==> src/rtl/bddn_pkg.sv <==
// ----------------------------------------------------------------------------
// bddn_pkg - shared types and constants for the bounded date day number unit
// Year limits, action codes, sequencer states and calendar helper functions.
// ----------------------------------------------------------------------------
package bddn_pkg;

  localparam logic [11:0] YEAR_MIN     = 12'd1900;
  localparam logic [11:0] YEAR_MAX     = 12'd2099;
  localparam logic [11:0] YEAR_DEFAULT = 12'd2000;
  localparam logic [16:0] DAYNUM_MAX   = 17'd73049;
  localparam logic [16:0] DAYS_YEAR    = 17'd365;
  localparam logic [3:0]  MONTH_LAST   = 4'd12;

  localparam logic [1:0] ACT_SET    = 2'd0;
  localparam logic [1:0] ACT_LOAD   = 2'd1;
  localparam logic [1:0] ACT_DAYNUM = 2'd2;
  localparam logic [1:0] ACT_READ   = 2'd3;

  typedef enum logic [5:0] {
    ST_IDLE  = 6'b000001,
    ST_LOADY = 6'b000010,
    ST_LOADM = 6'b000100,
    ST_CNTY  = 6'b001000,
    ST_CNTM  = 6'b010000,
    ST_OUT   = 6'b100000
  } state_t;

  typedef struct packed {
    logic        sub;
    logic [16:0] operand;
  } alu_ctl_t;

  typedef struct packed {
    logic [16:0] value;
    logic        le;
  } alu_res_t;

  // valid for 1900..2099: only 1900 is a non-leap multiple of four
  function automatic logic is_leap(logic [11:0] y);
    return (y[1:0] == 2'd0) && (y != YEAR_MIN);
  endfunction

  function automatic logic [16:0] year_len(logic [11:0] y);
    return DAYS_YEAR + {16'd0, is_leap(y)};
  endfunction

  function automatic logic [4:0] month_len(logic [11:0] y, logic [3:0] m);
    logic [4:0] len;
    case (m)
      4'd2:                      len = is_leap(y) ? 5'd29 : 5'd28;
      4'd4, 4'd6, 4'd9, 4'd11:   len = 5'd30;
      default:                   len = 5'd31;
    endcase
    return len;
  endfunction

endpackage

==> src/rtl/bounded_date_day_number_unit.sv <==
// ----------------------------------------------------------------------------
// bounded_date_day_number_unit - Gregorian date register, 1900..2099
// Holds one date and reports it with its day number after every word.
// ----------------------------------------------------------------------------
// usage:
//   in channel: one word per action (tuser) with year, month, day and day
//   number in tdata; in_tready is high only while the unit is idle.
//   out channel: one word per input word with the stored date and its day
//   number (1900-01-01 is day 1).
// sequence: the action is applied first, then for a day number load one
//   step per whole year and per whole month walked, then one step per
//   year before the stored year and per month up to the stored month, the
//   last of which adds the day; both load walks and the year count end with
//   one extra compare step. non day number actions skip the load walks.
//   all steps go through one shared 17 bit add/subtract unit.
// throughput: one word at a time; the next word is taken after the result
//   leaves the output register.
// reset: date becomes 2000-01-01, unit idle, no result pending.
// stall: the result is held in the output register until out_tready.
// ----------------------------------------------------------------------------
module bounded_date_day_number_unit import bddn_pkg::*; (
  input  logic        clk,
  input  logic        rst_n,
  input  logic        in_tvalid,
  output logic        in_tready,
  input  logic [55:0] in_tdata,   // in_year[15:0], in_month[23:16], in_day[31:24],
                                  // in_day_number[48:32], zero pad
  input  logic [1:0]  in_tuser,   // action
  output logic        out_tvalid,
  input  logic        out_tready,
  output logic [39:0] out_tdata   // out_year[11:0], out_month[15:12], out_day[20:16],
                                  // out_day_number[37:21], zero pad
);

  state_t      state_r, state_nxt;
  logic [11:0] cur_year_r, cur_year_nxt;
  logic [3:0]  cur_month_r, cur_month_nxt;
  logic [4:0]  cur_day_r, cur_day_nxt;
  logic [16:0] acc_r, acc_nxt;
  logic [11:0] yi_r, yi_nxt;
  logic [3:0]  mi_r, mi_nxt;

  logic [15:0] in_year;
  logic [7:0]  in_month;
  logic [7:0]  in_day;
  logic [16:0] in_day_number;

  logic        year_ok;
  logic        month_ok;
  logic [11:0] chk_year;
  logic [3:0]  chk_month;
  logic [11:0] set_year;
  logic [3:0]  set_month;
  logic [4:0]  set_len;
  logic [4:0]  load_len;

  alu_ctl_t    alu_ctl;
  alu_res_t    alu_res;

  assign in_year       = in_tdata[15:0];
  assign in_month      = in_tdata[23:16];
  assign in_day        = in_tdata[31:24];
  assign in_day_number = in_tdata[48:32];

  assign year_ok   = (in_year >= {4'd0, YEAR_MIN}) && (in_year <= {4'd0, YEAR_MAX});
  assign month_ok  = (in_month >= 8'd1) && (in_month <= {4'd0, MONTH_LAST});
  assign chk_year  = year_ok ? in_year[11:0] : YEAR_DEFAULT;
  assign chk_month = month_ok ? in_month[3:0] : 4'd1;
  assign set_year  = (in_year == 16'd0) ? cur_year_r : chk_year;
  assign set_month = (in_month == 8'd0) ? cur_month_r : chk_month;
  assign set_len   = month_len(set_year, set_month);
  assign load_len  = month_len(chk_year, chk_month);

  assign in_tready  = (state_r == ST_IDLE);
  assign out_tvalid = (state_r == ST_OUT);
  assign out_tdata  = {2'd0, acc_r, cur_day_r, cur_month_r, cur_year_r};

  always_comb begin
    case (state_r)
      ST_LOADY: alu_ctl = '{sub: 1'b1, operand: year_len(yi_r)};
      ST_LOADM: alu_ctl = '{sub: 1'b1, operand: {12'd0, month_len(yi_r, mi_r)}};
      ST_CNTY:  alu_ctl = '{sub: 1'b0, operand: year_len(yi_r)};
      ST_CNTM: begin
        if (mi_r < cur_month_r) begin
          alu_ctl = '{sub: 1'b0, operand: {12'd0, month_len(cur_year_r, mi_r)}};
        end else begin
          alu_ctl = '{sub: 1'b0, operand: {12'd0, cur_day_r}};
        end
      end
      default:  alu_ctl = '{sub: 1'b0, operand: 17'd0};
    endcase
  end

  bddn_alu u_alu (
    .acc (acc_r),
    .ctl (alu_ctl),
    .res (alu_res)
  );

  always_comb begin
    state_nxt     = state_r;
    cur_year_nxt  = cur_year_r;
    cur_month_nxt = cur_month_r;
    cur_day_nxt   = cur_day_r;
    acc_nxt       = acc_r;
    yi_nxt        = yi_r;
    mi_nxt        = mi_r;
    case (state_r)
      ST_IDLE: begin
        if (in_tvalid) begin
          acc_nxt   = 17'd0;
          yi_nxt    = YEAR_MIN;
          mi_nxt    = 4'd1;
          state_nxt = ST_CNTY;
          case (in_tuser)
            ACT_SET: begin
              cur_year_nxt  = set_year;
              cur_month_nxt = set_month;
              if (in_day != 8'd0) begin
                cur_day_nxt = (in_day > {3'd0, set_len}) ? 5'd1 : in_day[4:0];
              end
            end
            ACT_LOAD: begin
              cur_year_nxt  = chk_year;
              cur_month_nxt = chk_month;
              cur_day_nxt   = (in_day == 8'd0 || in_day > {3'd0, load_len}) ?
                              5'd1 : in_day[4:0];
            end
            ACT_DAYNUM: begin
              if (in_day_number <= 17'd1) begin
                cur_year_nxt  = YEAR_MIN;
                cur_month_nxt = 4'd1;
                cur_day_nxt   = 5'd1;
              end else if (in_day_number >= DAYNUM_MAX) begin
                cur_year_nxt  = YEAR_MAX;
                cur_month_nxt = MONTH_LAST;
                cur_day_nxt   = 5'd31;
              end else begin
                acc_nxt   = in_day_number;
                state_nxt = ST_LOADY;
              end
            end
            ACT_READ: begin
            end
            default: begin
            end
          endcase
        end
      end
      ST_LOADY: begin
        if (alu_res.le) begin
          state_nxt = ST_LOADM;
        end else begin
          acc_nxt = alu_res.value;
          yi_nxt  = yi_r + 12'd1;
        end
      end
      ST_LOADM: begin
        if (alu_res.le || mi_r >= MONTH_LAST) begin
          cur_year_nxt  = yi_r;
          cur_month_nxt = mi_r;
          cur_day_nxt   = acc_r[4:0];
          acc_nxt       = 17'd0;
          yi_nxt        = YEAR_MIN;
          mi_nxt        = 4'd1;
          state_nxt     = ST_CNTY;
        end else begin
          acc_nxt = alu_res.value;
          mi_nxt  = mi_r + 4'd1;
        end
      end
      ST_CNTY: begin
        if (yi_r < cur_year_r) begin
          acc_nxt = alu_res.value;
          yi_nxt  = yi_r + 12'd1;
        end else begin
          mi_nxt    = 4'd1;
          state_nxt = ST_CNTM;
        end
      end
      ST_CNTM: begin
        acc_nxt = alu_res.value;
        if (mi_r < cur_month_r) begin
          mi_nxt = mi_r + 4'd1;
        end else begin
          state_nxt = ST_OUT;
        end
      end
      ST_OUT: begin
        if (out_tready) begin
          state_nxt = ST_IDLE;
        end
      end
      default: begin
        state_nxt = ST_IDLE;
      end
    endcase
  end

  always_ff @(posedge clk) begin
    if (!rst_n) begin
      state_r     <= ST_IDLE;
      cur_year_r  <= YEAR_DEFAULT;
      cur_month_r <= 4'd1;
      cur_day_r   <= 5'd1;
    end else begin
      state_r     <= state_nxt;
      cur_year_r  <= cur_year_nxt;
      cur_month_r <= cur_month_nxt;
      cur_day_r   <= cur_day_nxt;
    end
  end

  always_ff @(posedge clk) begin
    acc_r <= acc_nxt;
    yi_r  <= yi_nxt;
    mi_r  <= mi_nxt;
  end

endmodule

==> src/rtl/bddn_alu.sv <==
// ----------------------------------------------------------------------------
// bddn_alu - shared add/subtract unit
// Adds or subtracts one operand from the accumulator; in subtract mode flags acc <= operand.
// ----------------------------------------------------------------------------
module bddn_alu import bddn_pkg::*; (
  input  logic [16:0] acc,
  input  alu_ctl_t    ctl,
  output alu_res_t    res
);

  logic [16:0] b;
  logic [17:0] sum;

  assign b   = ctl.sub ? ~ctl.operand : ctl.operand;
  assign sum = {1'b0, acc} + {1'b0, b} + {17'd0, ctl.sub};

  // in subtract mode carry out means acc >= operand
  assign res.value = sum[16:0];
  assign res.le    = !sum[17] || (sum[16:0] == 17'd0);

endmodule

==> config.mk <==
export PLATFORM = sky130hd
export DESIGN_NAME = bounded_date_day_number_unit
export DESIGN_NICKNAME = d
export VERILOG_FILES = /design/src/rtl/bddn_pkg.sv /design/src/rtl/bounded_date_day_number_unit.sv /design/src/rtl/bddn_alu.sv
export SDC_FILE = /design/constraint.sdc
export NUM_CORES = 1
export LEC_CHECK = 0
export BUFFER_PORTS_ARGS = -buffer_cell sky130_fd_sc_hd__buf_2
export CAP_MARGIN = 20
export CORE_MARGIN = 1
export CORE_UTILIZATION = 30
export CTS_CLUSTER_SIZE = 28
export DETAILED_ROUTE_END_ITERATION = 8
export PLACE_DENSITY_LB_ADDON = 0.05
export SYNTH_ARGS = -nofsm -noshare
export SYNTH_HDL_FRONTEND = slang
export SYNTH_SLANG_ARGS = --single-unit
==> constraint.sdc <==
create_clock -name clk -period 12 [get_ports clk]
set_clock_uncertainty 0.1 [all_clocks]
set_input_delay 2.4 -clock clk [delete_from_list [all_inputs] [get_ports clk]]
set_output_delay 2.4 -clock clk [all_outputs]
set_load 0.005 [all_outputs]
==> results.sh <==
export IMPL_synth_cells=725
export IMPL_grt_pass1_wl_um=31250
export IMPL_worst_setup_path_start_kind="flip-flop"
export IMPL_pre_cts_ws_ns=4.667
export IMPL_p_leak_nw=2.734
export IMPL_first_pass_iters=5
export IMPL_nets=905
export IMPL_rsz0062_at_grt="false"
export IMPL_io_buffer_count=94
export IMPL_hold_violations=0
export IMPL_ys_ff_latch=60
export IMPL_synth_ff_type="edfxtp_1"
export IMPL_synth_cell_type_count=82
export IMPL_cts_sinks=60
export IMPL_fillers=2028
export IMPL_critPathBufInv=0
export IMPL_antenna_found_initial=0
export IMPL_cts_max_path_buffers=2
export IMPL_finalSetupViolCount=0
export IMPL_clk_root_buffer_cell="clkbuf_16"
export IMPL_wl_per_cell_um=19.00
export IMPL_htree_num_levels=3
export IMPL_synth_top_cell_by_area="edfxtp_1"
export IMPL_die_y_um=140.7
export IMPL_synth_top_family_by_area="compound AO/OA/AOI/OAI gates"
export IMPL_drt_first_iter_violations=372
export IMPL_register_area_um2=1531
export IMPL_placedCellCount=1022
export IMPL_rows=50
export IMPL_path_max_fanout=14
export IMPL_synth_simple_area_share_pct=24.41
export IMPL_die_w_um=140.7
export IMPL_crit_chain="nand4bb_1, o31ai_1, a211oi_1, or2_2, nor2_1, mux2i_1, fa_1, nor2b_1, o2111ai_1, a2111oi_1, o21ai_0, a22oi_1, nand4_1, a2111oi_2, and4b_2, nor4b_4, nor3_2, o21ai_1"
export IMPL_multiInputGateArea_um2=3939
export IMPL_critical_path_slowest_cell="a2111oi_1"
export IMPL_worstPathRequired_ns=11.93
export IMPL_outcome="completed"
export IMPL_ant_nets=0
export IMPL_end_kind="flip-flop"
export IMPL_ir_worst_vdd_mv=0.1021
export IMPL_drc=0
export IMPL_drive_gt1_share_pct=17.06
export IMPL_synthToLayoutAreaGrowth_pct=15.61
export IMPL_fin_ws_ns=4.620
export IMPL_final_setup_tns_ns=0
export IMPL_clkTransAtPathRegs_ns=0.06
export IMPL_maxCapViolations=0
export IMPL_diodes=0
export IMPL_avgSynthCellArea_um2=7.959
export IMPL_synth_xor_area_share_pct=3.339
export IMPL_hold_buffers=0
export IMPL_synth_most_common_cell="nand2_1"
export IMPL_synth_warnings=0
export IMPL_grt_start_max_net_pins=41
export IMPL_fin_crit_sh_pct=61.50
export IMPL_fp_dieArea_um2=19790
export IMPL_cts_buffers=9
export IMPL_postCtsSetupRepairBufs=0
export IMPL_num_io_pins=104
export IMPL_worstSkewPairLatency_ns=0.34
export IMPL_powerDensity_nw_per_um2=187.8
export IMPL_synthArstFlopShare_pct=0
export IMPL_fin_crit_ns=7.380
export IMPL_synth_compound_area_share_pct=29.49
export IMPL_vias_per_cell=5.704
export IMPL_grt_overflow=0
export IMPL_vias=5915
export IMPL_track_usage_pct=20.32
export IMPL_slowest_delay_ns=0.88
export IMPL_synth_commonest_cells="105 x nand2_1, 46 x nor2_1, 43 x ha_1"
export IMPL_synth_edf_count=33
export IMPL_routed_wl_um=19700
export IMPL_synth_area_leaders="edfxtp_1 17%, dfxtp_1 9.4%, ha_1 9.3%"
export IMPL_max_freq_mhz=135.5
export IMPL_synthMuxAreaShare_pct=1.041
export IMPL_dp_hpwl_um=15270
export IMPL_initial_core_util_pct=30.75
export IMPL_slew_headroom_pct=30.50
export IMPL_postPlaceCellArea_um2=6402
export IMPL_fin_area_um2=6671
export IMPL_cts_resized_gates=0
export IMPL_tightest_slew_ns=1.037
export IMPL_synth_seq_area_share_pct=26.54
export IMPL_core_area_um2=18770
export IMPL_cp_arrival_ns=7.31
export IMPL_slew_violations=0
export IMPL_synthesis_area_um2=5771
export IMPL_yosysTopAreaCellShare_pct=17.17
export IMPL_grt_pass1_vias=5788
export IMPL_synth_adder_area_share_pct=9.670
export IMPL_cts_tree="built"
export IMPL_hold_class="reg -> reg"
export IMPL_path_class="reg -> reg"
export IMPL_gp_congestion=0.8749
export IMPL_stdcell_count=1037
export IMPL_cpLargestDelayFamily="compound AO/OA/AOI/OAI gates"
[where the power goes]
part           internal, mW  switching [mW]
logic                 0.232           0.387
clock network         0.144           0.104
registers             0.309          0.0766
total                 0.684           0.568
[stage by stage]
stage,hold WS (ns),power (mW),utilization [%]
finish,0.3866,1.253,35.55
global route,0.4081,1.352,35.55
CTS,0.3901,1.264,35.55
detailed placement,0.3814,1.006,34.11
global placement,0.3656,1.003,34.11
floorplan,0.3575,0.7977,-
[per-layer routing]
layer	global-route usage, %	share of wire [%]	up-vias
met5	0	0	-
met4	7.838	2.6	0
met3	3.295	4.4	29
met2	34.01	46	173
met1	26.13	47	2820
li1	-	-	2893
[area by class of cell]
cell class,count,area share (%)
clock inverters,4,0.3938
repair buffers,99,7.614
multi-input cells,594,59.04
flip-flops and latches,60,22.96
clock buffers,11,3.638
well taps,234,4.389
inverters,35,1.969
[sequential cells by signal, indices dropped and copies added (netlist names)]
name	cells
mi_r	4
cur_year_r	12
state_r	6
acc_r	17
yi_r	12
cur_day_r	5
cur_month_r	4
[worst min-delay path, cell delays in order, from the launching register on]
cell	delay, ns
dfxtp_1	0.33
nand2_1	0.06
o21ai_1	0.05
[logic make-up (layout without fill, tap and decap cells)]
group           count (synthesis)  count (layout)
xor+xnor                       22              22
simple gates                  280             280
compound gates                240             240
flops                          60              60
mux                             6               6
buf+inv                        72             149
fa+ha+maj                      44              44
other cells                     1               2
[cell usage in the layout, fill, tap and decap left out, types with 7 or more instances in the layout]
| cell | netlist | layout |
|---|---|---|
| o21a_1 | 11 | 11 |
| o21ai_0 | 37 | 37 |
| o2111ai_1 | 13 | 13 |
| o21ai_1 | 24 | 24 |
| nand4_1 | 7 | 7 |
| and2_1 | 9 | 9 |
| ha_1 | 43 | 43 |
| dfxtp_1 | 27 | 27 |
| nand2_1 | 105 | 105 |
| nor3_1 | 18 | 16 |
| clkbuf_16 | 0 | 9 |
| xnor2_1 | 12 | 12 |
| and3_1 | 10 | 10 |
| a31oi_1 | 11 | 11 |
| a21oi_1 | 40 | 40 |
| o221ai_1 | 9 | 9 |
| nor4_1 | 12 | 12 |
| inv_1 | 35 | 35 |
| nor2b_1 | 7 | 7 |
| a21o_1 | 17 | 17 |
| buf_2 | 2 | 94 |
| nand2b_1 | 8 | 8 |
| o211ai_1 | 13 | 13 |
| nor2_1 | 46 | 46 |
| nand3_1 | 23 | 23 |
| xor2_1 | 10 | 10 |
| edfxtp_1 | 33 | 33 |
[worst paths after layout]
path,from,end,slack [ns],cells after the start
max,yi_r[4],acc_r[11],4.62,18
min,cur_month_r[1],cur_month_r[1],0.39,2
max reg2reg,yi_r[4],acc_r[11],4.62,18
min reg2reg,cur_month_r[1],cur_month_r[1],0.39,2
Power figures use the tool's default switching activity.
